`config.mk`:
```
export PLATFORM = sky130hd
export DESIGN_NAME = rgb_to_hsv_pixel_flat
export DESIGN_NICKNAME = d
export VERILOG_FILES = /design/src/hdl/rhsv_pkg.sv /design/src/hdl/rhsv_in_if.sv /design/src/hdl/rhsv_out_if.sv /design/src/hdl/rhsv_front.sv /design/src/hdl/rhsv_cell.sv /design/src/hdl/rgb_to_hsv_pixel.sv /design/src/flat_wrapper.sv
export SDC_FILE = /design/constraint.sdc
export NUM_CORES = 2
export LEC_CHECK = 0
export BUFFER_PORTS_ARGS = -buffer_cell sky130_fd_sc_hd__buf_2
export CAP_MARGIN = 20
export CORE_ASPECT_RATIO = 0.5
export CORE_MARGIN = 8
export CORE_UTILIZATION = 30
export DETAILED_ROUTE_END_ITERATION = 8
export SLEW_MARGIN = 10
export SYNTH_ARGS = -nofsm -noshare
export SYNTH_HDL_FRONTEND = slang
export SYNTH_HIERARCHICAL = 1
export SYNTH_SLANG_ARGS = --single-unit
```
`constraint.sdc`:
```
create_clock -name clk -period 12.5 [get_ports clk]
set_input_delay 0.625 -clock clk [delete_from_list [all_inputs] [get_ports clk]]
set_output_delay 0.625 -clock clk [all_outputs]
set_load 0.01 [all_outputs]
```
`src/hdl/rhsv_pkg.sv`:
```
`timescale 1ns / 1ps

package rhsv_pkg;

  localparam int CHAN_W = 8;
  localparam int QUO_W  = 16;
  localparam int SPAN_W = 11;
  localparam int STEPS  = QUO_W;

  typedef struct packed {
    logic [CHAN_W-1:0] sat_rem;
    logic [CHAN_W-1:0] sat_div;
    logic [QUO_W-1:0]  sat_low;
    logic [QUO_W-1:0]  sat_quo;
    logic [SPAN_W-1:0] hue_rem;
    logic [SPAN_W-1:0] hue_div;
    logic [QUO_W-1:0]  hue_quo;
    logic [CHAN_W-1:0] bright;
    logic              grey;
  } rhsv_data_t;

endpackage

```
`src/hdl/rhsv_in_if.sv`:
```
`timescale 1ns / 1ps

interface rhsv_in_if;
  import rhsv_pkg::*;

  logic              valid;
  logic              ready;
  logic [CHAN_W-1:0] red;
  logic [CHAN_W-1:0] green;
  logic [CHAN_W-1:0] blue;

  modport source (output valid, output red, output green, output blue, input ready);
  modport sink (input valid, input red, input green, input blue, output ready);
endinterface

```
`src/hdl/rhsv_out_if.sv`:
```
`timescale 1ns / 1ps

interface rhsv_out_if;
  import rhsv_pkg::*;

  logic              valid;
  logic              ready;
  logic [QUO_W-1:0]  hue;
  logic [QUO_W-1:0]  saturation;
  logic [CHAN_W-1:0] brightness;

  modport source (output valid, output hue, output saturation, output brightness,
                  input ready);
  modport sink (input valid, input hue, input saturation, input brightness,
                output ready);
endinterface

```
`src/hdl/rhsv_front.sv`:
```
`timescale 1ns / 1ps

module rhsv_front (
  input  logic                         clk,
  input  logic                         rst_n,
  input  logic                         in_valid,
  output logic                         in_ready,
  input  logic [7:0]                   red,
  input  logic [7:0]                   green,
  input  logic [7:0]                   blue,
  output logic                         out_valid,
  input  logic                         out_ready,
  output rhsv_pkg::rhsv_data_t         out_data
);
  import rhsv_pkg::*;

  logic              valid_r, valid_nxt;
  rhsv_data_t        data_r, data_nxt;
  logic              r_max, g_max;
  logic [CHAN_W-1:0] hi, lo, delta;
  logic [SPAN_W-1:0] span;
  logic [11:0]       base, diff, n_raw, n_fix;
  logic [23:0]       sat_x;

  always_comb begin
    r_max = (red >= green) && (red >= blue);
    g_max = !r_max && (green >= blue);
    hi = r_max ? red : (g_max ? green : blue);
    lo = red;
    if (green < lo) lo = green;
    if (blue < lo) lo = blue;
    delta = hi - lo;
    span = ({3'b000, delta} << 2) + ({3'b000, delta} << 1);
    if (r_max) begin
      base = 12'd0;
      diff = {4'b0000, green} - {4'b0000, blue};
    end else if (g_max) begin
      base = {3'b000, delta, 1'b0};
      diff = {4'b0000, blue} - {4'b0000, red};
    end else begin
      base = {2'b00, delta, 2'b00};
      diff = {4'b0000, red} - {4'b0000, green};
    end
    n_raw = base + diff;
    n_fix = n_raw[11] ? (n_raw + {1'b0, span}) : n_raw;
    sat_x = {delta, 16'h0000} - {16'h0000, delta};

    data_nxt.sat_rem = sat_x[23:16];
    data_nxt.sat_div = hi;
    data_nxt.sat_low = sat_x[15:0];
    data_nxt.sat_quo = '0;
    data_nxt.hue_rem = n_fix[SPAN_W-1:0];
    data_nxt.hue_div = span;
    data_nxt.hue_quo = '0;
    data_nxt.bright  = hi;
    data_nxt.grey    = (delta == '0);
  end

  assign in_ready  = !valid_r || out_ready;
  assign valid_nxt = in_ready ? in_valid : valid_r;

  always_ff @(posedge clk) begin
    if (!rst_n) begin
      valid_r <= 1'b0;
    end else begin
      valid_r <= valid_nxt;
    end
  end

  always_ff @(posedge clk) begin
    if (in_ready && in_valid) begin
      data_r <= data_nxt;
    end
  end

  assign out_valid = valid_r;
  assign out_data  = data_r;

  a_hue_rem_below_span: assert property (@(posedge clk) disable iff (!rst_n)
    valid_r && !data_r.grey |-> data_r.hue_rem < data_r.hue_div)
    else $error("hue remainder not below span");

endmodule

```
`src/hdl/rhsv_cell.sv`:
```
`timescale 1ns / 1ps

module rhsv_cell (
  input  logic                 clk,
  input  logic                 rst_n,
  input  logic                 in_valid,
  output logic                 in_ready,
  input  rhsv_pkg::rhsv_data_t in_data,
  output logic                 out_valid,
  input  logic                 out_ready,
  output rhsv_pkg::rhsv_data_t out_data
);
  import rhsv_pkg::*;

  logic              valid_r, valid_nxt;
  rhsv_data_t        data_r, data_nxt;
  logic [CHAN_W:0]   sat_t;
  logic [SPAN_W:0]   hue_t;
  logic              sat_bit, hue_bit;

  // one restoring step for each quotient
  always_comb begin
    sat_t   = {in_data.sat_rem, in_data.sat_low[QUO_W-1]};
    hue_t   = {in_data.hue_rem, 1'b0};
    sat_bit = sat_t >= {1'b0, in_data.sat_div};
    hue_bit = hue_t >= {1'b0, in_data.hue_div};
    data_nxt = in_data;
    data_nxt.sat_rem = sat_bit ? CHAN_W'(sat_t - {1'b0, in_data.sat_div})
                               : sat_t[CHAN_W-1:0];
    data_nxt.hue_rem = hue_bit ? SPAN_W'(hue_t - {1'b0, in_data.hue_div})
                               : hue_t[SPAN_W-1:0];
    data_nxt.sat_low = {in_data.sat_low[QUO_W-2:0], 1'b0};
    data_nxt.sat_quo = {in_data.sat_quo[QUO_W-2:0], sat_bit};
    data_nxt.hue_quo = {in_data.hue_quo[QUO_W-2:0], hue_bit};
  end

  assign in_ready  = !valid_r || out_ready;
  assign valid_nxt = in_ready ? in_valid : valid_r;

  always_ff @(posedge clk) begin
    if (!rst_n) begin
      valid_r <= 1'b0;
    end else begin
      valid_r <= valid_nxt;
    end
  end

  always_ff @(posedge clk) begin
    if (in_ready && in_valid) begin
      data_r <= data_nxt;
    end
  end

  assign out_valid = valid_r;
  assign out_data  = data_r;

  a_sat_rem_below_div: assert property (@(posedge clk) disable iff (!rst_n)
    valid_r && !data_r.grey |-> data_r.sat_rem < data_r.sat_div)
    else $error("saturation remainder not below divisor");

  a_hue_rem_below_div: assert property (@(posedge clk) disable iff (!rst_n)
    valid_r && !data_r.grey |-> data_r.hue_rem < data_r.hue_div)
    else $error("hue remainder not below divisor");

endmodule

```
`src/hdl/rgb_to_hsv_pixel.sv`:
```
`timescale 1ns / 1ps
// RGB to HSV converter, 8-bit channels in, 16-bit hue and saturation out.
// Input channel in_px: red, green, blue; accepted when valid and ready.
// Output channel out_px: hue (1/65536 turn), saturation (delta*65535/max,
// truncated), brightness (max channel byte).
// Structure: one front stage finds max/min and sets up two dividends, then
// a row of 16 identical cells, each producing one quotient bit of both the
// hue and the saturation division and passing its remainders on.
// Pipeline: 17 register stages, the front stage and the 16 cells; out_px.valid
// is the valid register of the last cell. Each stage holds one item.
// Throughput: one pixel per cycle while out_px.ready is high.
// Each stage has its own valid and takes a new item when empty or when
// its neighbor downstream takes its item, so bubbles close up.
// Receiver stall: the last cell holds its result; items queue up behind it
// and in_px.ready drops only once all 17 stages are full.
// Reset (rst_n low, synchronous) empties every stage; no result is lost
// or repeated across a stall.
module rgb_to_hsv_pixel (
  input logic        clk,
  input logic        rst_n,
  rhsv_in_if.sink    in_px,
  rhsv_out_if.source out_px
);
  import rhsv_pkg::*;

  logic       vld   [0:STEPS];
  logic       rdy   [0:STEPS];
  rhsv_data_t data  [0:STEPS];
  logic [STEPS:0] vld_vec;

  rhsv_front u_front (
    .clk       (clk),
    .rst_n     (rst_n),
    .in_valid  (in_px.valid),
    .in_ready  (in_px.ready),
    .red       (in_px.red),
    .green     (in_px.green),
    .blue      (in_px.blue),
    .out_valid (vld[0]),
    .out_ready (rdy[0]),
    .out_data  (data[0])
  );

  for (genvar k = 0; k < STEPS; k++) begin : g_cell
    rhsv_cell u_cell (
      .clk       (clk),
      .rst_n     (rst_n),
      .in_valid  (vld[k]),
      .in_ready  (rdy[k]),
      .in_data   (data[k]),
      .out_valid (vld[k+1]),
      .out_ready (rdy[k+1]),
      .out_data  (data[k+1])
    );
  end

  always_comb begin
    for (int k = 0; k <= STEPS; k++) begin
      vld_vec[k] = vld[k];
    end
  end

  assign rdy[STEPS]        = out_px.ready;
  assign out_px.valid      = vld[STEPS];
  assign out_px.hue        = data[STEPS].grey ? '0 : data[STEPS].hue_quo;
  assign out_px.saturation = data[STEPS].grey ? '0 : data[STEPS].sat_quo;
  assign out_px.brightness = data[STEPS].bright;

  a_stall_only_when_full: assert property (@(posedge clk) disable iff (!rst_n)
    !in_px.ready |-> (&vld_vec) && !out_px.ready)
    else $error("input stalled while pipeline has a free stage");

endmodule

```
`src/flat_wrapper.sv`:
```
// flat-port wrapper written by rule: the top's interface ports become plain ports
module rgb_to_hsv_pixel_flat import rhsv_pkg::*;
  (clk, rst_n, in_px_valid, in_px_red, in_px_green, in_px_blue, in_px_ready, out_px_valid, out_px_hue, out_px_saturation, out_px_brightness, out_px_ready);
  rhsv_in_if in_px_i ();
  rhsv_out_if out_px_i ();
  input logic clk;
  input logic rst_n;
  input wire logic [$bits(in_px_i.valid)-1:0] in_px_valid;
  input wire logic [$bits(in_px_i.red)-1:0] in_px_red;
  input wire logic [$bits(in_px_i.green)-1:0] in_px_green;
  input wire logic [$bits(in_px_i.blue)-1:0] in_px_blue;
  output wire logic [$bits(in_px_i.ready)-1:0] in_px_ready;
  output wire logic [$bits(out_px_i.valid)-1:0] out_px_valid;
  output wire logic [$bits(out_px_i.hue)-1:0] out_px_hue;
  output wire logic [$bits(out_px_i.saturation)-1:0] out_px_saturation;
  output wire logic [$bits(out_px_i.brightness)-1:0] out_px_brightness;
  input wire logic [$bits(out_px_i.ready)-1:0] out_px_ready;
  assign in_px_i.valid = in_px_valid;
  assign in_px_i.red = in_px_red;
  assign in_px_i.green = in_px_green;
  assign in_px_i.blue = in_px_blue;
  assign in_px_ready = in_px_i.ready;
  assign out_px_valid = out_px_i.valid;
  assign out_px_hue = out_px_i.hue;
  assign out_px_saturation = out_px_i.saturation;
  assign out_px_brightness = out_px_i.brightness;
  assign out_px_i.ready = out_px_ready;
  rgb_to_hsv_pixel u_core (.clk(clk), .rst_n(rst_n), .in_px(in_px_i), .out_px(out_px_i));
endmodule
```
Word level (Yosys, flattened, before mapping)

Cells that the tools add are included.

Word-level logic and storage cells: 333
Output and inout port bits: 42
Bits of input ports: 28
Bits in registers: 1,058

Reductions and logical operators: 55
Mux-type cells: 41
Magnitude comparators: 37
Add/sub/neg operators: 38

Operator list:

| cell                                         | count |
|---|---|
| greater-or-equal comparator 12 x 11 -> 1 bit | 16 |
| two-way mux 11 bit                           | 16 |
| subtractor 11 bit                            | 15 |
| two-way mux 8 bit                            | 19 |
| greater-or-equal comparator 9 x 8 -> 1 bit   | 16 |
| subtractor 8 bit                             | 16 |
| two-way mux 16 bit                           | 2 |
| subtractor 8 x 8 -> 9 bit                    | 3 |
| greater-or-equal comparator 8 bit            | 3 |
| two-way mux 12 bit                           | 2 |
| subtractor 24 x 8 -> 24 bit                  | 1 |
| two-way mux 10 bit                           | 2 |
| logical AND 1 bit                            | 19 |
| zero test 1 bit                              | 18 |
| logical OR 1 bit                             | 17 |
| less-than comparator 8 bit                   | 2 |
| adder 10 x 12 -> 12 bit                      | 1 |
| adder 10 x 9 -> 11 bit                       | 1 |
| adder 11 bit                                 | 1 |
| zero test 8 bit                              | 1 |

Longest topological paths before layout

Depth after elaboration: 19
Gate-level depth with buffers: 41
Gate-level depth less buffers: 40

By module

The synthesis kept the hierarchy.

Modules (own cells, without submodules):

| module                                   | sequential area each (µm²) | times used | area each (µm²) | cells an instance |
|---|---|---|---|---|
| rhsv_cell (u_core.g_cell[13].u_cell ...) | 2,842.7                    | 10         | 4,030.1         | 260 |
| rhsv_cell (u_core.g_cell[0].u_cell ...)  | 2,842.7                    | 6          | 4,086.4         | 258 |
| rhsv_front                               | 1,551.5                    | 1          | 5,870.6         | 641 |
| rgb_to_hsv_pixel                         | 0.0                        | 1          | 222.7           | 35 |

Worst setup path after synthesis

Ideal clock, no wire load.

Kind: input to register
From: input port in_px_green[1]
To: register u_core.u_front.data_r, in the netlist u_core/u_front/out_data[46] (data pin)
Arrival time: 7.842 ns
Cell stages on the path: 35
Path buffers: 2
Data required time: 12.238 ns
Library setup time: 0.262 ns
Slack: 4.396 ns
Path through: inv_1 -> ha_1 -> nor2b_1 -> o31a_1 -> o22a_4 -> a31oi_4 -> clkbuf_1 -> nor2_1 -> a21oi_1 -> ha_1 -> a2111oi_0 -> nand3_1 -> a211oi_2 -> a211oi_4 -> clkbuf_1 -> a21oi_1 -> ha_1 -> inv_1 -> fa_1 -> xor2_1 -> nor2_1 -> a211oi_1 -> ha_1 -> a21o_1 -> a21oi_1 -> o21bai_1 -> a21oi_1 -> xnor2_1 -> ha_1 -> or4_1 -> a31o_2 -> a21oi_1 -> xnor2_1 -> mux2i_1 -> xor2_1

RTL lines:

| what                 | line               | source |
|---|---|---|
| from (decl)          | flat_wrapper.sv:10 | `input wire logic [$bits(in_px_i.green)-1:0] in_px_green;` |
| to (signal assigned) | rhsv_front.sv:72   | `data_r <= data_nxt;` |
| to (decl)            | rhsv_front.sv:18   | `rhsv_data_t data_r, data_nxt;` |

==> metrics.md <==
| Metric | Value |
|---|---|
| Util after Layout | `about a third` |
| Vias/cell | `roughly 4.5` |
| Power Total | `11.0 mW` |
| Fmax | `119 MHz` |
| Final Max Tran Viols | `0` |
| Critical path arrival | `~8.9 ns` |
| Nets@finish | `4836` |
| LEAKAGE | `between 20 and 25 nW` |
| Aggregate routed wire length | `104 mm` |
| Total global routing overflow | `0` |
| Cells on Worst Hold Path | `3` |
| Fin cells | `7042` |
| CTS root buf | `clkbuf_16` |
| RSZ-0062 raised after global routing | `false` |
| Post-Syn Instances | `4270` |
| Clk sink count | `1174` |
| Final HPWL from detailed placement | `76.2 mm` |
| DR pass1 iterations | `5` |
| Peak supply drop | `241 uV` |
| I/O pin count | `70` |
| GRT Util Overall | `9.69%` |
| CTS tree | `done` |
| Crit path launch | `in_px_green[1]` |
| Die Height | `~330 um` |
| Cts hold-fix bufs | `0` |
| Worst Setup End Kind | `flop` |
| Clock Skew | `0.0543 ns` |
| CTS Buf Count | `114` |
| First-pass GRT wire length | `169 mm` |
| Worst min path class | `input pin to flop` |
| Layout cells sized above 1 | `13.2%` |
| Initial antenna violation count | `5` |
| Vias | `31900` |
| H-tree depth | `3` |
| Pre-CTS setup slack | `3.40 ns` |
| DR iter-0 viols | `1539` |
| Relative slew slack | `30.4%` |
| Routability cong. | `0.838` |
| Hold Crit Start | `in_px_valid` |
| Largest net degree at the start of global routing | `77` |
| Post-Synthesis Cell Area | `0.0579 sq mm` |
| CP Class | `input pin to flop` |
| DRC | `0` |
| Filler cells | `18400` |
| Required time worst endpoint | `12.98 ns` |
| Clk slew on worst S/H paths | `0.07 ns` |
| Fin crit share | `67.5%` |
| CP max FO | `16` |
| Core area | `0.192 sq mm` |
| Average wire per standard cell | `~15 um` |
| Placement Rows | `114` |
| R2R cell count | `19` |
| Die area | `0.208 sq mm` |
| Number of setup violations in the final report | `0` |
| Max Cap Violations | `0` |
| Worst r2r src | `u_core/g_cell[15].u_cell/out_valid` |
| Outcome | `completed` |
| Clock Path Buffers | `3` |
| Die X | `roughly 640 um` |
| CTS resizes | `0` |
| Post-CTS setup buffers | `0` |
| Worst setup margin | `between 4 and 5 ns` |
| Area grow syn2layout | `12.5%` |
| Worst-path cell with the longest stage delay | `a2111oi_0` |
| Mapped Nets | `4717` |
| Routed Antenna Nets | `0` |
| Final hold vios | `0` |
| Avg Cell Area, Syn | `about 14 sq um` |
| Post-route minimum period | `between 8 and 9 ns` |
| Critical Path Max Stage Delay | `0.72 ns` |
| Critical Path Source Type | `input pin` |
| Tightest Pin Transition | `1.04 ns` |
| Yosys warns | `6` |
| Vias in the first global route | `33300` |
| Setup tns final | `0 ns` |
| Starting density of the core | `30.1%` |
| Worst skew pair latency | `0.76 ns` |
| Port Buf Inserts | `69` |
| Dpl cells | `6824` |
| Pwr dens | `170 mW/mm^2` |
final cells by class:
type / instances / area [sq um] / area share [%]
diodes: 2 / 5.00 / 0.00769
clock buffers: 128 / 2920 / 4.48
clock inverters: 87 / 1120 / 1.73
inverters: 484 / 1820 / 2.79
multi-input cells: 2529 / 20500 / 31.5
flip-flops and latches: 1174 / 35100 / 53.9
well taps: 2552 / 3190 / 4.90
repair buffers: 86 / 493 / 0.757
state kept, by name, indices dropped and copies added, names as in the netlist:
| signal | flops |
|---|---|
| u_core/g_cell.u_cell/out_valid | 16 |
| u_core/u_front/out_valid | 1 |
| u_core/u_front/out_data | 51 |
| u_core/g_cell.u_cell/out_data | 1106 |
critical path, delay by kind of cell:
kind                     cells  cell delay [ns]
buffers and inverters        3             0.35
XOR/XNOR                     4             1.02
adder cells (fa/ha/maj)      6             1.66
AO/OA/AOI/OAI               15             3.90
multiplexers                 1             0.23
AND/OR/NAND/NOR              5             1.08
worst paths after layout:
check                                             end  slack, ns
hold reg to reg   u_core/g_cell[3].u_cell/out_data[0]       0.39
hold / removal               u_core/u_front/out_valid       0.15
setup reg to reg          u_core/u_front/out_data[67]       8.04
setup / recovery          u_core/u_front/out_data[46]       4.06
per-stage QoR:
step                hold slack [ns]  area [sq um]
floorplan                     0.400         57900
global placement              0.401         61000
detailed placement            0.405         61000
CTS                          0.0782         65100
global route                 0.0867         65100
finish                        0.153         65100
layer usage:
metal	track usage, %	part of all wire [%]	routed length [um]	vias up
li1	-	-	-	15900
met1	11.3	44	45300	15300
met2	17.8	50	52000	498
met3	1.91	3.4	3550	213
met4	3.23	3.0	3090	4
met5	0	0.024	25	-
layout by cell type, fill, tap and decap left out, drive strengths merged, types with 53 or more instances in the layout:
master / n
a21boi: 58
a21o: 71
a21oi: 292
buf: 86
clkbuf: 128
clkinv: 53
edfxtp: 1157
ha: 381
inv: 492
mux2: 152
nand2: 170
nand2b: 85
nor2: 248
nor2b: 75
o21ai: 222
xnor2: 152
xor2: 54
power by group:
part | total (mW) | switching (mW) | internal (mW)
Sequential | 4.66 | 0.0794 | 4.58
Clock | 3.62 | 1.52 | 2.10
Combinational | 2.77 | 1.50 | 1.27
Total | 11.0 | 3.10 | 7.94
Note: power is estimated with default switching activity, not from simulation.
